File: src/rtl/obb_obb_separating_axis_test_core_defines.svh
// Assertion macros for the oriented box overlap test core
`ifndef OBB_OBB_SEPARATING_AXIS_TEST_CORE_DEFINES_SVH
`define OBB_OBB_SEPARATING_AXIS_TEST_CORE_DEFINES_SVH
`ifndef NO_ASSERTIONS
`define OBB_ASSERT(lbl, clk, rstn, prop, msg) \
  lbl: assert property (@(posedge clk) disable iff (!rstn) (prop)) else $error(msg);
`define OBB_ASSERT_NEXT(lbl, clk, rstn, pre, post, msg) \
  lbl: assert property (@(posedge clk) disable iff (!rstn) (pre) |=> (post)) else $error(msg);
`else
`define OBB_ASSERT(lbl, clk, rstn, prop, msg)
`define OBB_ASSERT_NEXT(lbl, clk, rstn, pre, post, msg)
`endif
`endif

File: src/rtl/obb_pkg.sv
// Shared types and constants for the oriented box overlap test core
`default_nettype none
package obb_pkg;
  localparam int AxisWidthDef  = 16;
  localparam int CoordWidthDef = 24;
  localparam int ExtWidth      = 20;
  localparam int BiasWidth     = 8;
  localparam logic [BiasWidth-1:0] BiasReset = 8'd1;

  // Controller phases
  typedef enum logic [2:0] {
    ST_IDLE, ST_ROT, ST_PROJ, ST_FACE, ST_EDGE, ST_DONE
  } obb_state_e;

  // Controller to datapath commands
  typedef struct packed {
    logic       load;
    logic       rot;
    logic       proj;
    logic       face;
    logic       edge_ax;
    logic [3:0] idx;
  } obb_cmd_t;

  // Datapath status
  typedef struct packed {
    logic sep;
  } obb_sts_t;
endpackage
`default_nettype wire

File: src/rtl/obb_ctrl.sv
// Controller state machine sequencing the axis tests
`default_nettype none
`include "obb_obb_separating_axis_test_core_defines.svh"
module obb_ctrl (
  input  wire logic            clk_i,
  input  wire logic            rst_ni,
  input  wire logic            start,
  input  wire logic            last_i,
  input  wire obb_pkg::obb_sts_t sts_i,
  output obb_pkg::obb_cmd_t    cmd_o,
  output logic                 busy,
  output logic                 done_o,
  output logic                 overlap_o
);
  import obb_pkg::*;
  obb_state_e state_q, state_d;
  logic [3:0] idx_q, idx_d;
  logic sep_q, sep_d;

  // State register
  always_ff @(posedge clk_i or negedge rst_ni) begin
    if (!rst_ni) begin
      state_q <= ST_IDLE;
      idx_q   <= '0;
      sep_q   <= 1'b0;
    end else begin
      state_q <= state_d;
      idx_q   <= idx_d;
      sep_q   <= sep_d;
    end
  end

  // Next state and commands
  always_comb begin
    state_d = state_q;
    idx_d   = idx_q;
    sep_d   = sep_q | sts_i.sep;
    cmd_o   = '0;
    cmd_o.idx = idx_q;
    busy    = (state_q != ST_IDLE);
    done_o  = 1'b0;
    overlap_o = 1'b0;
    case (state_q)
      ST_IDLE: begin
        sep_d = 1'b0;
        if (start) begin
          cmd_o.load = 1'b1;
          if (last_i) begin
            state_d = ST_ROT;
            idx_d   = '0;
          end
        end
      end
      ST_ROT: begin
        cmd_o.rot = 1'b1;
        idx_d = idx_q + 4'd1;
        if (idx_q == 4'd8) begin
          state_d = ST_PROJ;
          idx_d   = '0;
        end
      end
      ST_PROJ: begin
        cmd_o.proj = 1'b1;
        idx_d = idx_q + 4'd1;
        if (idx_q == 4'd5) begin
          state_d = ST_FACE;
          idx_d   = '0;
        end
      end
      ST_FACE: begin
        cmd_o.face = 1'b1;
        idx_d = idx_q + 4'd1;
        if (idx_q == 4'd5) begin
          state_d = ST_EDGE;
          idx_d   = '0;
        end
      end
      ST_EDGE: begin
        cmd_o.edge_ax = 1'b1;
        idx_d = idx_q + 4'd1;
        if (idx_q == 4'd8) begin
          state_d = ST_DONE;
          idx_d   = '0;
        end
      end
      ST_DONE: begin
        done_o    = 1'b1;
        overlap_o = ~sep_q;
        state_d   = ST_IDLE;
      end
      default: state_d = ST_IDLE;
    endcase
  end

  `OBB_ASSERT(a_done_only_in_done, clk_i, rst_ni, !done_o || state_q == ST_DONE, "done out of phase")
  `OBB_ASSERT_NEXT(a_done_to_idle, clk_i, rst_ni, done_o, !busy, "no return to idle")
  `OBB_ASSERT_NEXT(a_last_starts, clk_i, rst_ni, start && !busy && last_i, state_q == ST_ROT, "test not started")
endmodule
`default_nettype wire

File: config.mk
export PLATFORM = sky130hd
export DESIGN_NAME = obb_ctrl
export DESIGN_NICKNAME = d
export VERILOG_FILES = /design/src/rtl/obb_pkg.sv /design/src/rtl/obb_ctrl.sv
export VERILOG_INCLUDE_DIRS = /design/src /design/src/rtl
export SDC_FILE = /design/constraint.sdc
export NUM_CORES = 1
export LEC_CHECK = 0
export ABC_AREA = 1
export BUFFER_PORTS_ARGS = -buffer_cell sky130_fd_sc_hd__buf_2
export CORE_AREA = 2 2 39 41
export CTS_CLUSTER_DIAMETER = 120
export CTS_CLUSTER_SIZE = 25
export DETAILED_ROUTE_END_ITERATION = 10
export DIE_AREA = 0 0 41 43
export PLACE_DENSITY = 0.72
export SETUP_SLACK_MARGIN = 0.2
export SKIP_CTS_REPAIR_TIMING = 1
export SYNTH_ARGS = -nofsm -noshare
export SYNTH_HDL_FRONTEND = slang
export SYNTH_SLANG_ARGS = --single-unit
File: constraint.sdc
create_clock -name clk_i -period 3.6 [get_ports clk_i]
set_input_delay 0.54 -clock clk_i [delete_from_list [all_inputs] [get_ports clk_i]]
set_output_delay 0.54 -clock clk_i [all_outputs]
set_load 0.03 [all_outputs]
* Word level (Yosys, flattened, before mapping)
Cells that the tools add are included.
** Storage, ports and cells
- Bits in registers :: 8
- Output and inout bits :: 12
** Cells by class
- Add/sub/neg operators :: 1
- Reductions and logical operators :: 7
- Eq/ne operators :: 13
- Bitwise logic cells :: 2
- Mux-type cells :: 21
** Operator list (number)
- $mux 3 :: 6
- $mux 4 :: 4
- $pmux 3 s5 :: 1
- $ne 2x2->1 const B :: 6
- $pmux 4 s3 :: 1
- $mux 1 :: 9
- $eq 3x2->1 const B :: 2
- $eq 3x3->1 const B :: 2
- $reduce_and 6->1 :: 1
- $reduce_bool 3->1 :: 2
- $add 4x1->4 const B :: 1
- $eq 4x3->1 const B :: 1
- $eq 4x4->1 const B :: 1
- $reduce_or 2->1 :: 2
- $eq 3x1->1 const B :: 1
- $logic_not 3->1 :: 1
- $reduce_and 3->1 :: 1
- $not 1->1 :: 1
- $or 1x1->1 :: 1

* Logic depth before layout (Yosys ltp)
Gate-level depths: netlist of the first run.
- Depth after elaboration :: 4
- Mapped depth :: 7

* Least setup slack after synthesis of the first run
No wires, ideal clock.
- Path kind :: register -> output
- From :: register state_q[0]
- To :: output cmd_o[8] (netlist name)
- Slack :: 1794 ps
- Data arrival time :: 1266 ps
- Cell stages (with the launch flop) :: 6
- Data required time :: 3060 ps
- Path through :: dfrtp_1 > inv_2 > nand2_2 > nor2_1 > inv_1 > nor2_1
** RTL lines
- start: declaration :: RTL line obb_ctrl.sv:16 : obb_state_e state_q, state_d;
- start signal: assignment :: RTL line obb_ctrl.sv:27 : state_q <= state_d;
- end: declaration :: RTL line obb_ctrl.sv:10 : output obb_pkg::obb_cmd_t cmd_o,

==> metrics.md, run 1 <==
| Metric | Value |
|---|---|
| CP max-delay cell | `dfrtp_1` |
| Startpoint types | `flip-flop` |
| Hpwl dp | `971 microns` |
| Syn-to-layout area delta | `21.0%` |
| FP Rows | `14` |
| Slowest stage delay, CP | `440 ps` |
| Total CTS buffers | `3` |
| Fillers | `132` |
| Reg area | `200 sq um` |
| Initial DRC count | `23` |
| Area of the multi-input gates | `334 sq um` |
| Post-synth top area share | `34.3%` |
| Congestion Overflow GR | `0` |
| #FFs+latches synth | `8` |
| Core ar. | `1380 sq um` |
| Final period util | `52.4%` |
| # diodes | `0` |
| Fmax | `0.530 GHz` |
| RSZ-0062 raised after global routing | `false` |
| VDD IR max | `0.481 mV` |
| Final #Nets | `108` |
| Pin count of the biggest net entering global routing | `9` |
| Avg WL per Cell | `10.9 microns` |
| Root Driver | `clkbuf_4` |
| Worst-margin pin slew | `256 ps` |
| Tot Pwr | `0.792 mW` |
| H-Tree Depth | `1` |
| CP cell instances | `inv_2, nand2_2, nor2_1, inv_1, nor2_1, buf_2` |
| Synth top area cells | `dfrtp_1 (34%), nand2_1 (14%), nand3_2 (6.9%)` |
| Clock transition at the registers of the reported paths | `60 ps` |
| Initial Util | `42.1%` |
| Via count | `575` |
| Die H | `43 microns` |
| Share of layout cells above drive strength 1 | `35.7%` |
| 1st-pass router iterations | `7` |
| Outcome | `finished, final reports clean` |
| Syn Std Cell Area | `583 sq um` |
| Cell family with most CP delay | `flip-flops` |
| Largest area contributor in the netlist | `dfrtp_1` |
| Crit path DAT | `1350 ps` |
| Initial antenna violation count | `0` |
| GR Util All Layers | `17.4%` |
| # clock sinks | `8` |
| Power per cell area | `1120 nW/um^2` |
| Minimum clock period | `1890 ps` |
| Final TNS setup | `0 ps` |
| Placed cell area | `683 sq um` |
| Critical Path RT | `3060 ps` |
| Relative slew slack | `82.9%` |
| Max-Cap Viols | `0` |
| Final Cell Area | `706 sq um` |
| Count of endpoints failing setup in the final report | `0` |
| Vias in the first global route | `496` |
| Critical Path Sink Type | `output pin` |
| Clock skew | `10.2 ps` |
| Yosys cell types | `16` |
| Post-synthesis sequential area ratio | `34.3%` |
| Worst reg2reg setup slack | `2320 ps` |
| Worst reg2reg path depth | `7` |
| Die area | `1760 sq um` |
| Ports | `17` |
| CTS tree | `yes` |
| Hold Path Class | `in2async` |
| Drt total wl | `1240 microns` |
| Mapped Avg Cell Area | `7.38 sq um` |
| Stages on worst setup path | `6` |
| Vias per inst | `5.04` |
| Leakage | `0.419 nW` |
| Maximum net fanout on the critical path | `6` |
| Skew-Pair Late Insertion Delay | `260 ps` |
| Crit Path Category | `reg2out` |
| Synth Instances | `79` |
| Routed Antenna Nets | `0` |
| Global-route wire length before repair | `2060 microns` |
| Final hold violation count | `0` |
| I/O Buffers | `16` |
| Synth warn | `0` |
| Crit path buf inv count | `3` |
| Maximum clock path buffer count | `2` |
| Placer Congestion | `0.811` |
| # DRC | `0` |
| Post-Syn Nets | `87` |
| Crit-path most repeated cell | `nor2_1` |
| Max Slew Vio Count | `0` |
| Chip Width | `41 microns` |
-- power by group --
group | total, mW | leakage, nW | switching, mW | internal [mW]
logic | 0.520 | 0.305 | 0.359 | 0.162
registers | 0.199 | 0.0997 | 0.0626 | 0.136
clock network | 0.0725 | 0.0138 | 0.0341 | 0.0384
total | 0.792 | 0.419 | 0.455 | 0.336
-- worst paths after layout --
path / to / startpoint
worst min-delay path: state_q[2] / rst_ni
worst max-delay path: cmd_o[8] / state_q[0]
worst min register to register: sep_q / sep_q
max in group asynchronous: idx_q[1] / rst_ni
worst max register to register: idx_q[0] / idx_q[0]
min in group clk_i: sep_q / sep_q
-- layout by cell type (no fill, tap or decap) --
master,instances
a21oi_1,1
buf_2,16
clkbuf_4,3
dfrtp_1,8
ha_1,3
inv_1,8
inv_2,5
nand2_1,21
nand2_2,5
nand2_4,1
nand3_1,6
nand3_2,4
nand3_4,1
nand4_1,6
nor2_1,7
nor3_1,1
o21ai_0,1
xor2_1,1
-- metrics by stage --
stage               util [%]  setup slack (ps)  std cells  hold slack [ps]
floorplan                  -              1790         79              244
global placement        49.4              2010        111              402
detailed placement      49.4              2000        111              401
CTS                     51.0              1710        114              121
global route            51.0              1580        114              124
finish                  51.0              1710        114              113
-- sequential cells by signal, summed over array words and instances (netlist names) --
name and count:
idx_q 4, sep_q 1, state_q 3
-- layout make-up --
| class | instances | share of cell area (%) |
|---|---|---|
| repair buffers | 16 | 11.3 |
| well taps | 16 | 2.84 |
| flip-flops and latches | 8 | 28.4 |
| clock buffers | 3 | 3.19 |
| multi-input cells | 58 | 47.3 |
| inverters | 13 | 6.91 |
-- cell families (layout without fill, tap and decap cells) --
group / after synthesis / count (layout) / share of synthesized area [%]
AO/OA/AOI/OAI: 2 / 2 / 1.72
adder cells (fa/ha/maj): 3 / 3 / 6.44
flip-flops: 8 / 8 / 34.3
AND/OR/NAND/NOR: 52 / 52 / 47.6
buffers and inverters: 13 / 32 / 8.37
XOR/XNOR: 1 / 1 / 1.50
-- worst register-to-register path: cells and delay by family, from the launching register on --
family,cells,cell delay (ps)
flip-flops,1,450
buffers and inverters,1,110
AND/OR/NAND/NOR,5,450
adder cells (fa/ha/maj),1,160
-- cell usage after synthesis --
cell	instances
ha_1	3
nor3_1	1
nor2_1	7
nand3_1	6
dfrtp_1	8
nand3_4	1
nand2_1	21
xor2_1	1
a21oi_1	1
inv_2	5
inv_1	8
o21ai_0	1
nand3_2	4
nand4_1	6
nand2_4	1
nand2_2	5
-- routing by layer --
| layer | track usage [%] | vias up | part of all wire (%) |
|---|---|---|---|
| met4 | 8.00 | 0 | 1.1 |
| met1 | 22.1 | 252 | 43 |
| met2 | 26.3 | 26 | 48 |
| met5 | 0 | - | 0 |
| met3 | 4.71 | 4 | 8.6 |
| li1 | - | 293 | - |
(Power assumes the default switching activity.)
==> inputs of run 2 (changes only) <==
==> constraint.sdc (replaced) <==
create_clock -name clk_i -period 1.9 [get_ports clk_i]
set_input_delay 0.285 -clock clk_i [delete_from_list [all_inputs] [get_ports clk_i]]
set_output_delay 0.285 -clock clk_i [all_outputs]
set_load 0.03 [all_outputs]
==> metrics.md, run 2 (synthesis results as in run 1) <==
| Metric | Value |
|---|---|
| Outcome | `finished, final reports clean` |
| Share of layout cells above drive strength 1 | `36.4% (+0.65 points)` |
| Vias in the first global route | `498 (+0.40%)` |
| Avg WL per Cell | `10.7 microns (-1.0%)` |
| Slowest stage delay, CP | `440 ps (about the same)` |
| Congestion Overflow GR | `0 (unchanged)` |
| Tot Pwr | `1.52 mW (+92%)` |
| Most frequent cells in the layout | `nand2_1 (21), buf_2 (15), inv_1 (8)` |
| 1st-pass router iterations | `5 (-2)` |
| Syn-to-layout area delta | `23.4%` |
| Top flop regs | `idx_q x4, state_q x3, sep_q x1` |
| Critical Path Sink Type | `output pin` |
| Final Cell Area | `719 sq um (+2.0%)` |
| Die H | `43 microns (unchanged)` |
| Clock transition at the registers of the reported paths | `60 ps (about the same)` |
| Global-route wire length before repair | `2060 microns (unchanged)` |
| Maximum net fanout on the critical path | `6 (unchanged)` |
| GR Util All Layers | `17.2% (-0.20 points)` |
| Root Driver | `clkbuf_4` |
| Final TNS setup | `0 ps (unchanged)` |
| Leakage | `0.421 nW (+0.65%)` |
| Clock skew | `6.14 ps (-4.04 ps)` |
| Relative slew slack | `83.7% (+0.79 points)` |
| CTS tree | `yes` |
| Minimum clock period | `1600 ps` |
| Vias per inst | `5.03 (-0.18%)` |
| Crit Path Category | `reg2out` |
| Placed cell area | `683 sq um (unchanged)` |
| Critical Path RT | `1620 ps (-1440 ps)` |
| Via count | `579 (+0.70%)` |
| Initial Util | `42.1% (unchanged)` |
| Fillers | `143 (+8.3%)` |
| Startpoint types | `flip-flop` |
| Initial antenna violation count | `0 (unchanged)` |
| Area of the multi-input gates | `334 sq um (unchanged)` |
| Top reg by flops | `idx_q` |
| Max reg flops | `4 (unchanged)` |
| Routed Antenna Nets | `0 (unchanged)` |
| Total CTS buffers | `3 (unchanged)` |
| Crit-path most repeated cell | `nor2_1` |
| Count of endpoints failing setup in the final report | `0 (unchanged)` |
| Die area | `1760 sq um (unchanged)` |
| H-Tree Depth | `1 (unchanged)` |
| Ports | `17 (unchanged)` |
| Most common cell after layout, fill and taps aside | `nand2_1` |
| I/O Buffers | `16 (unchanged)` |
| RSZ-0062 raised after global routing | `false` |
| Drt total wl | `1240 microns (-0.16%)` |
| Hold Path Class | `in2reg` |
| Power per cell area | `2110 nW/um^2 (+88%)` |
| Pin count of the biggest net entering global routing | `9 (unchanged)` |
| CP cell instances | `inv_2, nand2_2, nor2_1, inv_1, nor2_1, clkbuf_4` |
| Final hold violation count | `0 (unchanged)` |
| Skew-Pair Late Insertion Delay | `270 ps (about the same)` |
| Worst-margin pin slew | `244 ps (-11.9 ps)` |
| Chip Width | `41 microns (unchanged)` |
| CP max-delay cell | `dfrtp_2` |
| Fmax | `0.626 GHz` |
| VDD IR max | `0.821 mV (+71%)` |
| FP Rows | `14 (unchanged)` |
| Reg area | `201 sq um (+0.62%)` |
| Crit path DAT | `1310 ps (-40 ps)` |
| Max Slew Vio Count | `0 (unchanged)` |
| Final period util | `84.1%` |
| Initial DRC count | `6 (-74%)` |
| # diodes | `0 (unchanged)` |
| # clock sinks | `8 (unchanged)` |
| Hpwl dp | `987 microns (+1.6%)` |
| Final #Nets | `109 (+0.93%)` |
| Placer Congestion | `0.811 (about the same)` |
| Max-Cap Viols | `0 (unchanged)` |
| Crit path buf inv count | `3 (unchanged)` |
| Core ar. | `1380 sq um (unchanged)` |
| # DRC | `0 (unchanged)` |
| Worst reg2reg setup slack | `620 ps (-1700 ps)` |
| Maximum clock path buffer count | `2 (unchanged)` |
| Cell family with most CP delay | `flip-flops` |
run 2: power by group:
part	switching, mW	internal, mW
Combinational	0.686	0.311
Clock	0.0699	0.0731
Sequential	0.116	0.260
Total	0.872	0.644
run 2: per-stage QoR:
step	hold slack, ps	setup WS (ps)	utilization, %	std cells
2_1_floorplan	-10.6	349	-	79
3_3_place_gp	147	561	49.4	111
3_5_place_dp	145	572	49.4	111
4_1_cts	-136	287	51.0	114
5_1_grt	302	214	52.0	115
6_report	261	302	52.0	115
run 2: area by class of cell:
type / instances / area share (%)
clock buffers: 3 / 3.13
inverters: 13 / 6.78
multi-input cells: 58 / 46.4
flip-flops and latches: 8 / 28.0
well taps: 16 / 2.78
repair buffers: 17 / 12.9
run 2: final timing paths:
check	from	to	cells past startpoint
hold / removal	sts_i	sep_q	3
setup / recovery	state_q[0]	cmd_o[8]	6
setup reg to reg	idx_q[0]	idx_q[0]	7
min in group asynchronous	rst_ni	state_q[2]	2
max in group asynchronous	rst_ni	state_q[0]	2
hold reg to reg	sep_q	sep_q	2
run 2: per-layer routing:
metal,global-route usage (%),vias up,wire length (microns)
li1,-,295,-
met1,21.7,254,579
met2,25.9,25,541
met3,3.14,5,81
met4,10.0,0,34
met5,0,-,0
run 2: tightest hold or removal path, stage by stage:
cell,delay (ps)
buf_2,70
nor2_1,30
nor2_1,90
==> inputs of run 3 (changes only) <==
--- a/config.mk
+++ b/config.mk
@@ -8,12 +8,12 @@
 export LEC_CHECK = 0
 export ABC_AREA = 1
 export BUFFER_PORTS_ARGS = -buffer_cell sky130_fd_sc_hd__buf_2
-export CORE_AREA = 2 2 39 41
+export CORE_MARGIN = 2
+export CORE_UTILIZATION = 44
 export CTS_CLUSTER_DIAMETER = 120
 export CTS_CLUSTER_SIZE = 25
 export DETAILED_ROUTE_END_ITERATION = 10
-export DIE_AREA = 0 0 41 43
-export PLACE_DENSITY = 0.72
+export PLACE_DENSITY = 0.75
 export SETUP_SLACK_MARGIN = 0.2
 export SKIP_CTS_REPAIR_TIMING = 1
 export SYNTH_ARGS = -nofsm -noshare
==> constraint.sdc (replaced) <==
create_clock -name clk_i -period 1.37 [get_ports clk_i]
set_input_delay 0.2055 -clock clk_i [delete_from_list [all_inputs] [get_ports clk_i]]
set_output_delay 0.2055 -clock clk_i [all_outputs]
set_load 0.03 [all_outputs]
==> metrics.md, run 3 (synthesis results as in run 1) <==
| Metric | Value |
|---|---|
| Drt total wl | `1990 microns (+61%)` |
| Maximum net fanout on the critical path | `4 (-2)` |
| Ports | `17 (unchanged)` |
| Skew-Pair Late Insertion Delay | `250 ps (-20 ps)` |
| Vias in the first global route | `503 (+1.0%)` |
| Placed cell area | `732 sq um (+7.1%)` |
| Chip Width | `40.4 microns (-1.5%)` |
| Met1 GRT Util | `25.9% (+4.1 points)` |
| GRT met2 Usage | `29.0% (+3.0 points)` |
| GRT met3 Usage | `1.67% (-1.5 points)` |
| RSZ-0062 raised after global routing | `true` |
| GRT busiest layer | `met2` |
| I/O Buffers | `16 (unchanged)` |
| Initial Util | `46.0% (+3.8 points)` |
| Max reg flops | `4 (unchanged)` |
| Die area | `1630 sq um (-7.4%)` |
| Critical Path Sink Type | `output pin` |
| Global-route wire length before repair | `2030 microns (-1.7%)` |
| Setup ws final | `-86.3 ps (-388 ps)` |
| Maximum clock path buffer count | `2 (unchanged)` |
| Final #Nets | `118 (+8.3%)` |
| Core ar. | `1270 sq um (-8.3%)` |
| Most frequent cells in the layout | `nand2_1 (19), buf_4 (9), buf_6 (8)` |
| # DRC | `0 (unchanged)` |
| Avg WL per Cell | `16.0 microns (+49%)` |
| H-Tree Depth | `1 (unchanged)` |
| Initial DRC count | `35 (+29)` |
| Clock skew | `9.96 ps (+3.82 ps)` |
| Power per cell area | `3010 nW/um^2 (+43%)` |
| Count of endpoints failing setup in the final report | `6 (+6)` |
| Crit path DAT | `1250 ps (-60 ps)` |
| Max Slew Vio Count | `0 (unchanged)` |
| Relative slew slack | `84.3% (+0.55 points)` |
| CTS tree | `yes` |
| Failing checks | `negative setup slack` |
| Final hold violation count | `0 (unchanged)` |
| FP Rows | `13 (-1)` |
| Die H | `40.4 microns (-6.0%)` |
| Congestion Overflow GR | `0 (unchanged)` |
| Worst Hold Launch | `sts_i` |
| Share of layout cells above drive strength 1 | `59.6% (+23 points)` |
| # clock sinks | `8 (unchanged)` |
| Placer Congestion | `0.782 (-3.5%)` |
| Leakage | `0.489 nW (+16%)` |
| Top reg by flops | `idx_q` |
| Root Driver | `clkbuf_4` |
| Hold Path Cell Cnt | `3 (unchanged)` |
| Routed Antenna Nets | `0 (unchanged)` |
| Worst reg2reg path depth | `8 (+1)` |
| Final Cell Area | `977 sq um (+36%)` |
| VDD IR max | `1.88 mV (+130%)` |
| Hpwl dp | `1070 microns (+8.0%)` |
| Total CTS buffers | `3 (unchanged)` |
| CP max-delay cell | `dfrtp_2` |
| Hold Path Class | `in2reg` |
| # diodes | `0 (unchanged)` |
| Slowest stage delay, CP | `450 ps (about the same)` |
| Crit path buf inv count | `2 (-1)` |
| FF-to-FF End | `state_q[0]` |
| GR Util All Layers | `19.2% (+2.0 points)` |
| Worst reg2reg setup slack | `120 ps (-500 ps)` |
| Crit Path Category | `reg2out` |
| Initial antenna violation count | `0 (unchanged)` |
| CP cell instances | `inv_2, nand2_1, nor2_1, buf_4` |
| R2r startpoint | `state_q[1]` |
| Top flop regs | `idx_q x4, state_q x3, sep_q x1` |
| Most common cell after layout, fill and taps aside | `nand2_1` |
| Startpoint types | `flip-flop` |
| Outcome | `complete, but fails checks` |
| Max-Cap Viols | `0 (unchanged)` |
| Stages on worst setup path | `4 (-2)` |
| Minimum clock period | `1460 ps` |
| Clock transition at the registers of the reported paths | `50 ps (about the same)` |
| Fmax | `0.687 GHz` |
| Vias per inst | `5.61 (+11%)` |
| Syn-to-layout area delta | `67.6%` |
| Hold path endpoint | `sep_q` |
| Critical Path RT | `1160 ps (-460 ps)` |
| 1st-pass router iterations | `4 (-1)` |
| Worst-margin pin slew | `236 ps (-8.30 ps)` |
| Final period util | `106%` |
| Pin count of the biggest net entering global routing | `9 (unchanged)` |
| Via count | `696 (+20%)` |
| Cell family with most CP delay | `flip-flops` |
| Util after Layout | `77.0% (+25 points)` |
| Hold Slack | `239 ps (-21.7 ps)` |
==> run 3: final cells by class <==
cell class | count | area, sq um
clock buffers | 4 | 26.3
fillers | 82 | 292
inverters | 13 | 51.3
multi-input cells | 58 | 444
flip-flops and latches | 8 | 209
well taps | 15 | 18.8
repair buffers | 26 | 228
==> run 3: where the power goes <==
part           leakage (nW)  internal [mW]  switching (mW)  total, mW
combinational         0.383          0.872            1.26       2.13
sequential           0.0908          0.377           0.236      0.613
clock                0.0150          0.111          0.0808      0.192
==> run 3: worst max-delay path by stage <==
| stage | startpoint | endpoint | slack, ps |
|---|---|---|---|
| after global placement | state_q[0] | cmd_o[8] | 110 |
| after floorplan | state_q[0] | cmd_o[8] | 30 |
| final | state_q[1] | done_o | -90 |
| after global routing | state_q[0] | cmd_o[8] | -130 |
| after CTS | state_q[0] | cmd_o[8] | -170 |
| after detailed placement | state_q[0] | cmd_o[8] | 100 |
==> run 3: worst min-delay path: cells and delay by family <==
kind,cells,cell delay [ps]
simple gates,2,150
buf+inv,1,90
==> run 3: per-stage QoR <==
stage / setup slack, ps / instances / setup TNS (ps) / power (mW)
5_1_grt: -126 / 124 / -649 / 3.15
2_1_floorplan: 28.4 / 79 / 0 / 1.69
3_3_place_gp: 114 / 110 / 0 / 2.00
3_5_place_dp: 101 / 110 / 0 / 2.05
6_report: -86.3 / 124 / -337 / 2.94
4_1_cts: -172 / 114 / -509 / 2.25
==> run 3: routing by layer <==
metal,vias to the layer above,wire (microns)
li1,318,-
met1,341,794
met2,29,1030
met3,8,100
met4,0,61
met5,-,0
